===== config.mk =====
export PLATFORM = sky130hd
export DESIGN_NAME = soh_health_blob_parser
export DESIGN_NICKNAME = d
export VERILOG_FILES = /design/src/rtl/shbp_pkg.sv /design/src/rtl/shbp_core.sv /design/src/rtl/shbp_out.sv /design/src/rtl/soh_health_blob_parser.sv
export SDC_FILE = /design/constraint.sdc
export NUM_CORES = 1
export LEC_CHECK = 0
export BUFFER_PORTS_ARGS = -buffer_cell sky130_fd_sc_hd__buf_2
export CORE_MARGIN = 5
export CORE_UTILIZATION = 30
export DETAILED_ROUTE_END_ITERATION = 10
export PLACE_DENSITY = 0.52
export SLEW_MARGIN = 20
export SYNTH_ARGS = -nofsm -noshare
export SYNTH_HDL_FRONTEND = slang
export SYNTH_HIERARCHICAL = 1
export SYNTH_SLANG_ARGS = --single-unit

===== constraint.sdc =====
create_clock -name clk_i -period 16.7 [get_ports clk_i]
set_input_delay 3.34 -clock clk_i [delete_from_list [all_inputs] [get_ports clk_i]]
set_output_delay 3.34 -clock clk_i [all_outputs]
set_load 0.05 [all_outputs]

===== src/rtl/shbp_pkg.sv =====
package shbp_pkg;

  typedef enum logic [3:0] {
    PH_OUTER, PH_SOH, PH_RESP, PH_MODE, PH_TLVHDR, PH_BODY,
    PH_NSKIP, PH_NTYPE, PH_NFIX, PH_NVAR, PH_NSTOP, PH_DONE
  } phase_e;

  localparam logic [23:0] VENDOR_CODE = 24'h000137;
  localparam logic [15:0] MODE_LEN = 16'd34;
  localparam logic [7:0] COMP_HEALTH = 8'd128;

  localparam logic [3:0] K_NONE = 4'd0, K_OSVEN = 4'd1, K_OSVER = 4'd2, K_REL = 4'd3,
    K_BUILD = 4'd4, K_SPVER = 4'd5, K_SPREL = 4'd6, K_PROC = 4'd7, K_NAME = 4'd8,
    K_CORR = 4'd9, K_ROLE = 4'd10, K_HEALTH = 4'd11, K_OTHER = 4'd12;

  localparam logic [2:0] ST_OK = 3'd0, ST_NOVEN = 3'd1, ST_NORESP = 3'd2,
    ST_BADRESP = 3'd3, ST_BADMODE = 3'd4, ST_BADINNER = 3'd5, ST_TRUNC = 3'd6;

  localparam logic [15:0] TLV_HID = 16'd2, TLV_VEND = 16'd7, TLV_CLASS = 16'd8,
    TLV_STAT = 16'd11;

  // result record, packed for the output stage
  typedef struct packed {
    logic [2:0]  status;
    logic        done_res;
    logic [8:0]  health_component;
    logic [24:0] health_vendor;
    logic [1:0]  severity;
    logic [8:0]  health_class;
    logic [15:0] byte_position;
    logic [31:0] attribute_value;
    logic [3:0]  attribute_kind;
  } result_t;

  function automatic logic [7:0] fixed_len(input logic [7:0] t);
    case (t)
      8'd1: fixed_len = 8'd18;
      8'd2: fixed_len = 8'd12;
      8'd3: fixed_len = 8'd1;
      8'd4: fixed_len = 8'd2;
      8'd5: fixed_len = 8'd2;
      8'd6: fixed_len = 8'd24;
      8'd7: fixed_len = 8'd2;
      8'd8: fixed_len = 8'd5;
      default: fixed_len = 8'd0;
    endcase
  endfunction

  function automatic logic [1:0] grade(input logic [8:0] cls, input logic [31:0] w);
    if (cls == 9'd4) begin
      case (w)
        32'h00ff0005: grade = 2'd0;
        32'h00ff0006, 32'h00ff0008, 32'hc0ff000e, 32'hc0ff0010: grade = 2'd1;
        default: grade = 2'd2;
      endcase
    end else if (cls == 9'd3) begin
      case (w)
        32'd2, 32'd3, 32'd4: grade = 2'd0;
        32'd1, 32'd5, 32'hc0ff0003, 32'hc0ff0018: grade = 2'd1;
        default: grade = 2'd2;
      endcase
    end else if (cls <= 9'd2) begin
      grade = (w[31:24] != 8'd0) ? 2'd2 : 2'd0;
    end else begin
      grade = 2'd3;
    end
  endfunction

endpackage


===== src/rtl/shbp_core.sv =====
module shbp_core (
  input  logic                    clk_i,
  input  logic                    rst_ni,
  input  logic                    step_i,
  input  logic [7:0]              b_i,
  input  logic                    last_i,
  input  logic [23:0]             vendor_i,
  output logic                    have_o,
  output shbp_pkg::result_t       res_o
);
  import shbp_pkg::*;

  phase_e      ph_q, ph_d;
  logic [5:0]  cnt_q, cnt_d;
  logic [31:0] acc_q, acc_d;
  logic [15:0] inner_q, inner_d, ttype_q, ttype_d, trem_q, trem_d, nrem_q, nrem_d;
  logic [7:0]  nrt_q, nrt_d;
  logic [24:0] cv_q, cv_d;
  logic [8:0]  cc_q, cc_d, cls_q, cls_d;
  logic [2:0]  err_q, err_d;

  logic [31:0] acc;
  logic [5:0]  i;
  logic        ms, emit;
  logic [3:0]  kind;
  logic [31:0] val;
  logic [15:0] pos, rem, t16;
  logic [1:0]  sev;
  logic [2:0]  st;

  always_comb begin
    i = cnt_q;
    acc = {acc_q[23:0], b_i};
    ms = (cv_q == {1'b0, vendor_i});
    ph_d = ph_q; cnt_d = (i < 6'd63) ? i + 6'd1 : 6'd63; acc_d = acc_q;
    inner_d = inner_q; ttype_d = ttype_q; trem_d = trem_q; nrem_d = nrem_q;
    nrt_d = nrt_q; cv_d = cv_q; cc_d = cc_q; cls_d = cls_q; err_d = err_q;
    emit = 1'b0; kind = K_NONE; val = '0; pos = '0; sev = '0;
    rem = '0; t16 = acc[15:0];
    case (ph_q)
      PH_OUTER: begin
        acc_d = acc;
        if (i == 6'd1 && t16 != 16'd7) ttype_d = 16'd1;
        if (i == 6'd7) begin
          if (acc != {8'd0, vendor_i} || ttype_q != 16'd0) begin
            err_d = ST_NOVEN; ph_d = PH_DONE;
          end else ph_d = PH_SOH;
          cnt_d = '0; acc_d = '0; ttype_d = '0;
        end
      end
      PH_SOH: begin
        acc_d = acc;
        if (i == 6'd1 && t16 != 16'd1) ttype_d = 16'd1;
        if (i == 6'd3) begin
          if (ttype_q != 16'd0) begin err_d = ST_NORESP; ph_d = PH_DONE; end
          else ph_d = PH_RESP;
          cnt_d = '0; acc_d = '0; ttype_d = '0;
        end
      end
      PH_RESP, PH_MODE: begin
        acc_d = acc;
        if (i == 6'd1 && t16 != 16'd7) ttype_d = 16'd1;
        if (i == 6'd7 && acc != {8'd0, vendor_i}) ttype_d = 16'd1;
        if (ph_q == PH_RESP) begin
          if (i == 6'd9) nrt_d = (t16 == 16'd1) ? 8'd1 : (t16 == 16'd2) ? 8'd2 : 8'd0;
          if (i == 6'd11) begin
            inner_d = t16; cnt_d = '0; acc_d = '0; ttype_d = '0;
            if (ttype_q != 16'd0) begin err_d = ST_BADRESP; ph_d = PH_DONE; end
            else if (nrt_q == 8'd0) begin err_d = ST_BADINNER; ph_d = PH_DONE; end
            else if (nrt_q == 8'd1) ph_d = (t16 >= 16'd4) ? PH_TLVHDR : PH_DONE;
            else ph_d = PH_MODE;
          end
        end else if (i == 6'd33) begin
          cnt_d = '0; acc_d = '0; ttype_d = '0;
          if (ttype_q != 16'd0 || b_i != 8'd0) begin
            err_d = ST_BADMODE; ph_d = PH_DONE;
          end else begin
            inner_d = (inner_q >= MODE_LEN) ? inner_q - MODE_LEN : 16'd0;
            ph_d = (inner_d >= 16'd4) ? PH_TLVHDR : PH_DONE;
          end
        end
      end
      PH_TLVHDR: begin
        acc_d = acc;
        if (inner_q != 16'd0) inner_d = inner_q - 16'd1;
        if (i == 6'd1) ttype_d = t16;
        if (i == 6'd3) begin
          trem_d = t16; cnt_d = '0; acc_d = '0;
          if (ttype_q == TLV_STAT && !(ms && cc_q == {1'b0, COMP_HEALTH})) begin
            emit = 1'b1; kind = K_OTHER;
          end
          if (t16 == 16'd0) ph_d = (inner_d >= 16'd4) ? PH_TLVHDR : PH_DONE;
          else if (ttype_q == TLV_VEND && ms && cc_q == 9'd0 && t16 > 16'd4)
            ph_d = PH_NSKIP;
          else ph_d = PH_BODY;
        end
      end
      PH_BODY, PH_NSKIP, PH_NTYPE, PH_NFIX, PH_NVAR, PH_NSTOP: begin
        if (trem_q != 16'd0) trem_d = trem_q - 16'd1;
        if (inner_q != 16'd0) inner_d = inner_q - 16'd1;
        rem = trem_d;
        case (ph_q)
          PH_BODY: begin
            acc_d = acc;
            if (ttype_q == TLV_HID && i == 6'd3) begin
              cv_d = {1'b0, acc[31:8]}; cc_d = {1'b0, acc[7:0]};
            end
            if (ttype_q == TLV_CLASS && i == 6'd0) cls_d = {1'b0, b_i};
            if (ttype_q == TLV_STAT && ms && cc_q == {1'b0, COMP_HEALTH} && i == 6'd3) begin
              emit = 1'b1; kind = K_HEALTH; val = acc; sev = grade(cls_q, acc);
            end
          end
          PH_NSKIP:
            if (i == 6'd3) begin ph_d = PH_NTYPE; cnt_d = '0; acc_d = '0; end
          PH_NTYPE: begin
            cnt_d = '0; acc_d = '0;
            if (b_i >= 8'd1 && b_i <= 8'd8 && rem >= {8'd0, fixed_len(b_i)}) begin
              nrt_d = b_i; ph_d = PH_NFIX;
              if (b_i == 8'd1) begin emit = 1'b1; kind = K_OSVEN; val = {8'd0, VENDOR_CODE}; end
            end else ph_d = PH_NSTOP;
          end
          PH_NFIX: begin
            acc_d = acc;
            case (nrt_q)
              8'd1: begin
                if (i == 6'd3) begin emit = 1'b1; kind = K_OSVER; val = acc; end
                else if (i == 6'd7) begin emit = 1'b1; kind = K_REL; val = acc; end
                else if (i == 6'd11) begin emit = 1'b1; kind = K_BUILD; val = acc; end
                else if (i == 6'd13) begin emit = 1'b1; kind = K_SPVER; val = {16'd0, t16}; end
                else if (i == 6'd15) begin emit = 1'b1; kind = K_SPREL; val = {16'd0, t16}; end
                else if (i == 6'd17) begin
                  emit = 1'b1; kind = K_PROC; val = {16'd0, t16};
                  ph_d = PH_NTYPE; cnt_d = '0; acc_d = '0;
                end
              end
              8'd2, 8'd4, 8'd5, 8'd7: begin
                if ((nrt_q == 8'd2 && i == 6'd11) || (nrt_q != 8'd2 && i == 6'd1)) begin
                  cnt_d = '0; acc_d = '0;
                  if (t16 == 16'd0) ph_d = PH_NTYPE;
                  else if (t16 > rem) ph_d = PH_NSTOP;
                  else begin ph_d = PH_NVAR; nrem_d = t16; end
                end
              end
              8'd3: begin ph_d = PH_NTYPE; cnt_d = '0; acc_d = '0; end
              8'd6: begin
                emit = 1'b1; kind = K_CORR; val = {24'd0, b_i}; pos = {10'd0, i};
                if (i == 6'd23) begin ph_d = PH_NTYPE; cnt_d = '0; acc_d = '0; end
              end
              8'd8:
                if (i == 6'd4) begin
                  emit = 1'b1; kind = K_ROLE; val = {24'd0, b_i};
                  ph_d = PH_NTYPE; cnt_d = '0; acc_d = '0;
                end
              default: begin ph_d = PH_NSTOP; cnt_d = '0; acc_d = '0; end
            endcase
          end
          PH_NVAR: begin
            if (nrt_q == 8'd5) begin
              emit = 1'b1; kind = K_NAME; val = {24'd0, b_i}; pos = acc_q[15:0];
            end
            acc_d = {16'd0, acc_q[15:0] + 16'd1};
            if (nrem_q != 16'd0) nrem_d = nrem_q - 16'd1;
            if (nrem_d == 16'd0) begin ph_d = PH_NTYPE; cnt_d = '0; acc_d = '0; end
          end
          default: ;
        endcase
        if (trem_d == 16'd0) begin
          ph_d = (inner_d >= 16'd4) ? PH_TLVHDR : PH_DONE; cnt_d = '0; acc_d = '0;
        end
      end
      default: begin ph_d = PH_DONE; cnt_d = '0; acc_d = '0; end
    endcase
    st = (err_d != ST_OK) ? err_d : ((ph_d == PH_DONE) ? ST_OK : ST_TRUNC);
    have_o = emit || last_i;
    res_o.attribute_kind = kind;
    res_o.attribute_value = val;
    res_o.byte_position = pos;
    res_o.health_class = cls_d;
    res_o.severity = sev;
    res_o.health_vendor = cv_d;
    res_o.health_component = cc_d;
    res_o.done_res = last_i;
    res_o.status = last_i ? st : ST_OK;
  end

  always_ff @(posedge clk_i or negedge rst_ni) begin
    if (!rst_ni) begin
      ph_q <= PH_OUTER; cnt_q <= '0; acc_q <= '0; inner_q <= '0; ttype_q <= '0;
      trem_q <= '0; nrem_q <= '0; nrt_q <= '0; err_q <= '0;
      cv_q <= '1; cc_q <= '1; cls_q <= '1;
    end else if (step_i) begin
      if (last_i) begin
        ph_q <= PH_OUTER; cnt_q <= '0; acc_q <= '0; inner_q <= '0; ttype_q <= '0;
        trem_q <= '0; nrem_q <= '0; nrt_q <= '0; err_q <= '0;
        cv_q <= '1; cc_q <= '1; cls_q <= '1;
      end else begin
        ph_q <= ph_d; cnt_q <= cnt_d; acc_q <= acc_d; inner_q <= inner_d;
        ttype_q <= ttype_d; trem_q <= trem_d; nrem_q <= nrem_d; nrt_q <= nrt_d;
        err_q <= err_d; cv_q <= cv_d; cc_q <= cc_d; cls_q <= cls_d;
      end
    end
  end
endmodule


===== src/rtl/shbp_out.sv =====
module shbp_out (
  input  logic              clk_i,
  input  logic              rst_ni,
  input  logic              wr_i,
  input  shbp_pkg::result_t res_i,
  output logic              full_o,
  input  logic              rd_i,
  output shbp_pkg::result_t res_o
);
  import shbp_pkg::*;

  logic    full_q;
  result_t res_q;

  assign full_o = full_q;
  assign res_o = res_q;

  always_ff @(posedge clk_i or negedge rst_ni) begin
    if (!rst_ni) full_q <= 1'b0;
    else if (wr_i) full_q <= 1'b1;
    else if (rd_i) full_q <= 1'b0;
  end

  always_ff @(posedge clk_i) begin
    if (wr_i) res_q <= res_i;
  end
endmodule


===== src/rtl/soh_health_blob_parser.sv =====
// a byte is registered in the input stage, and its result is then registered in the output register
// throughput: one byte per cycle unless stalled; the input register refills while the output is drained
// a byte waits in the input stage only while the output register holds an untaken result
// reset: async active low, parser at the outer header, ids and class invalid, vendor 0x137
module soh_health_blob_parser (
  input  logic        clk_i,
  input  logic        rst_ni,
  input  logic        cfg_valid_i,
  output logic        cfg_ready_o,
  input  logic [23:0] cfg_data_i,
  input  logic        s_axis_tvalid_i,
  output logic        s_axis_tready_o,
  input  logic [7:0]  s_axis_tdata_i,   // data_byte
  input  logic        s_axis_tlast_i,   // last_byte
  output logic        m_axis_tvalid_o,
  input  logic        m_axis_tready_i,
  // attribute_value, byte_position, health_class, severity,
  // health_vendor, health_component, status
  output logic [95:0] m_axis_tdata_o,
  output logic [3:0]  m_axis_tuser_o,   // attribute_kind
  output logic        m_axis_tlast_o    // done_res
);
  import shbp_pkg::*;

  logic [23:0] vendor_q;
  logic        in_v_q, in_last_q;
  logic [7:0]  in_b_q;
  logic        have, full, step, wr;
  result_t     res, ores;

  assign cfg_ready_o = 1'b1;
  always_ff @(posedge clk_i or negedge rst_ni) begin
    if (!rst_ni) vendor_q <= VENDOR_CODE;
    else if (cfg_valid_i && cfg_ready_o) vendor_q <= cfg_data_i;
  end

  // input stage moves on when the output register can take its result
  assign step = in_v_q && (!have || !full || m_axis_tready_i);
  assign wr = step && have;
  assign s_axis_tready_o = !in_v_q || step;

  always_ff @(posedge clk_i or negedge rst_ni) begin
    if (!rst_ni) in_v_q <= 1'b0;
    else if (s_axis_tready_o) in_v_q <= s_axis_tvalid_i;
  end

  always_ff @(posedge clk_i) begin
    if (s_axis_tready_o && s_axis_tvalid_i) begin
      in_b_q <= s_axis_tdata_i; in_last_q <= s_axis_tlast_i;
    end
  end

  shbp_core u_core (
    .clk_i, .rst_ni, .step_i(step), .b_i(in_b_q), .last_i(in_last_q),
    .vendor_i(vendor_q), .have_o(have), .res_o(res)
  );

  shbp_out u_out (
    .clk_i, .rst_ni, .wr_i(wr), .res_i(res), .full_o(full),
    .rd_i(m_axis_tready_i), .res_o(ores)
  );

  assign m_axis_tvalid_o = full;
  assign m_axis_tlast_o = ores.done_res;
  assign m_axis_tuser_o = ores.attribute_kind;
  assign m_axis_tdata_o = {ores.status, ores.health_component, ores.health_vendor,
                           ores.severity, ores.health_class, ores.byte_position,
                           ores.attribute_value};
endmodule


==> flow_metrics.py <==
metrics = {
    "pwr": {
        "p_int_mw": 1.54,
        "p_sw_mw": 0.993,
        "pwr_density_cell_nw_per_um2": 127,
        "power_frac_comb": 0.353,
        "power.leakage_nw": 7.44,
        "p_sw_frac": 0.392,
        "max-vdd-ir-drop_uv": 56.2,
        "p_seq_frac": 0.350,
        "pwr-share-clk": 0.297,
    },
    "grt": {
        "grt_pass1_wl_um": 94600,
        "overflow": 0,
        "grt_max_degree": 73,
        "globalRouteTotalUtil": 0.192,
        "antenna_found_initial": 2,
        "grt_pass1_vias": 14800,
    },
    "sta": {
        "setup_tns_ns": 0,
        "hold_viol": 0,
        "tightestPinTransition_ns": 1.07,
        "fmax_mhz": 120,
        "finalCriticalPeriod_ns": 8.32,
        "relSlewSlack": 0.285,
        "rsz0062_at_grt": "no",
        "maxSlewViolCount": 0,
        "finalCritPeriodShare": 0.498,
        "setup_viol": 0,
        "clock-skew-final_ns": 0.0247,
    },
    "clock_network": {
        "root_buffer": "clkbuf_16",
        "clk_latency_ns": 0.56,
        "postCtsSetupBuffers": 0,
        "clkSlewWorstSetupHoldPaths_ns": 0.06,
        "tritoncts": "built",
        "htree_levels": 2,
        "numCtsBuffers": 35,
        "clk_path_buf_depth": 3,
        "cts_resized": 0,
        "cts.sinks": 288,
        "cts_hold_buffers": 0,
    },
    "floorplanning": {
        "start_util": 0.301,
        "num_rows": 88,
        "num_io_pins": 142,
        "core-area_um2": 57400,
        "die-area_um2": 62400,
        "die_w_um": 250,
        "fp.dieH_um": 250,
    },
    "final_layout": {
        "area_growth_pct": 15.5,
        "fillers": 5833,
        "layout.nets": 1984,
        "layout-drive-gt1-share": 0.198,
        "postLayoutCoreUtil": 0.347,
        "diodes": 0,
        "instances_no_fill": 2704,
    },
    "worst_hold_path": {
        "hold_path_class": "register to register",
    },
    "job": {
        "maxCapViolCount": 0,
    },
    "synthesis": {
        "syn_area_um2": 17300,
        "synth_top_area_frac": 0.191,
        "synthCells": 1819,
        "ys_top_cells_by_count": "nand2_1, nor2_1, o21ai_0, dfrtp_1, clkbuf_1",
        "yosys.area.top_type": "edfxtp_1",
        "ys_async_sr_fraction": 0.618,
        "synth_edf_count": 110,
        "synth_nets": 1889,
        "synth-main-ff-cell": "dfrtp_1",
        "synth_warnings": 6,
        "yosysMostFrequentCell": "nand2_1",
        "synth_cell_type_count": 90,
        "netlist_top_cells_area": "edfxtp_1, dfrtp_1, dfstp_2",
        "ys_seq_elements": 288,
        "syn_avg_cell_area_um2": 9.48,
        "yosysSeqAreaShare": 0.453,
    },
    "placement": {
        "hpwl_um": 43300,
        "place_congestion": 0.961,
        "port_buffers": 140,
        "dp.cells": 2641,
    },
    "setup_path": {
        "crit_type": "register to output port",
        "path_max_fanout": 8,
        "cp.arrival_ns": 4.98,
        "start_kind": "register",
        "cp.required_ns": 13.36,
        "cp-end-kind": "output port",
    },
    "routing": {
        "drtAntennaViolNets": 0,
        "avgViaCountPerCell": 5.63,
        "wl_per_cell_um": 23.1,
        "drtIter0Drc": 1460,
        "drt_wl_total_um": 62500,
        "vias": 15200,
        "drcViolationCount": 0,
        "drt_first_pass_iters": 6,
    },
    "run_status": {
        "status": "completed",
    },
}
[sequential cells by signal (all words and copies together) (netlist names), 3 cells and up]
register and flops:
in_b_q 8, u_core/acc_q 24, vendor_q 24, u_out/res_o 101, u_core/ph_q 4, u_core/cv_q 25
u_core/trem_q 16, u_core/nrem_q 16, u_core/ttype_q 16, u_core/nrt_q 8, u_core/cls_q 9, u_core/cc_q 9
u_core/inner_q 16, u_core/cnt_q 6, u_core/err_q 3
[stage by stage]
stage               worst slack (ns)  hold slack [ns]  cell area, um^2  power (mW)
global route                    7.97            0.489            19900        2.68
CTS                             8.39            0.470            19900        2.54
finish                          8.38            0.468            19900        2.53
global placement                9.02            0.458            18800        1.77
detailed placement              9.03            0.461            18800        1.77
floorplan                       8.52            0.441            17300        1.49
[per-layer routing]
layer	GRT usage	vias up	wire, um
met3	0.0331	107	3890
met5	0	-	0
li1	-	6971	-
met2	0.304	568	28600
met1	0.268	7576	27800
met4	0.0643	0	2190
[area by class of cell]
| type | instances | area (um^2) | area share |
|---|---|---|---|
| Clock inverter | 15 | 125 | 0.00628 |
| Multi-Input combinational cell | 1360 | 8820 | 0.442 |
| Timing Repair Buffer | 185 | 1050 | 0.0525 |
| Clock buffer | 47 | 1000 | 0.0503 |
| Inverter | 44 | 165 | 0.00829 |
| Sequential cell | 288 | 7820 | 0.392 |
| Tap cell | 765 | 957 | 0.0480 |
[cells in the final DEF (no fill, tap or decap), drive strengths merged, types with 40 or more instances in the layout]
| master | synthesis | routed |
|---|---|---|
| nand2 | 156 | 156 |
| o21ai | 153 | 153 |
| nor4 | 45 | 45 |
| a22o | 44 | 44 |
| o22a | 40 | 40 |
| clkbuf | 111 | 48 |
| and2 | 49 | 49 |
| buf | 16 | 184 |
| nor3 | 67 | 67 |
| a21oi | 112 | 112 |
| nor2 | 147 | 147 |
| dfstp | 49 | 49 |
| inv | 43 | 45 |
| mux2 | 64 | 64 |
| edfxtp | 110 | 110 |
| xnor2 | 54 | 54 |
| nand3 | 52 | 52 |
| dfrtp | 129 | 129 |
[power groups by stage]
stage | sequential (mW) | clock (mW) | combinational (mW)
2_1_floorplan | 0.866 | 0 | 0.626
3_3_place_gp | 0.896 | 0 | 0.872
3_5_place_dp | 0.897 | 0 | 0.876
4_1_cts | 0.884 | 0.777 | 0.880
5_1_grt | 0.895 | 0.805 | 0.977
6_report | 0.886 | 0.753 | 0.894
[final timing paths]
kind	startpoint	endpoint	slack (ns)	depth (start not counted)
min in group asynchronous	rst_ni	vendor_q[21]	2.85	1
min	u_core/cc_q[8]	u_core/cc_q[8]	0.47	2
min reg2reg	u_core/cc_q[8]	u_core/cc_q[8]	0.47	2
max reg2reg	u_core/trem_q[6]	u_core/cnt_q[4]	9.60	22
max in group asynchronous	rst_ni	u_core/inner_q[6]	12.72	2
max	u_core/trem_q[6]	s_axis_tready_o	8.38	16
[worst max-delay path, cell delays in order, from the launching register on]
cell and delay [ns]:
dfrtp_1 0.45, or4_1 0.66, nor3_1 0.39, nand3_1 0.22, o21ai_0 0.37, inv_1 0.08, ha_1 0.27, a21boi_0 0.12
o21ai_0 0.17, a21oi_1 0.08, nor2_1 0.16, a211oi_1 0.12, and3_1 0.20, inv_1 0.24, nand4b_1 0.34, nand4b_1 0.26
buf_2 0.29
[cells by family (layout without fill, tap and decap cells)]
| kind of cell | Yosys count | count (layout) | synth area share |
|---|---|---|---|
| AOI/OAI and AO/OA | 509 | 509 | 0.194 |
| xor gates and xnor gates | 81 | 81 | 0.0411 |
| adders and majority gates | 32 | 32 | 0.0232 |
| buffers and inverters | 171 | 291 | 0.0403 |
| DFF | 288 | 288 | 0.453 |
| muxes | 70 | 70 | 0.0496 |
| other | 1 | 1 | 0.000217 |
| and+or+nand+nor | 667 | 667 | 0.198 |
No activity file was read; power rests on OpenSTA's default activity.
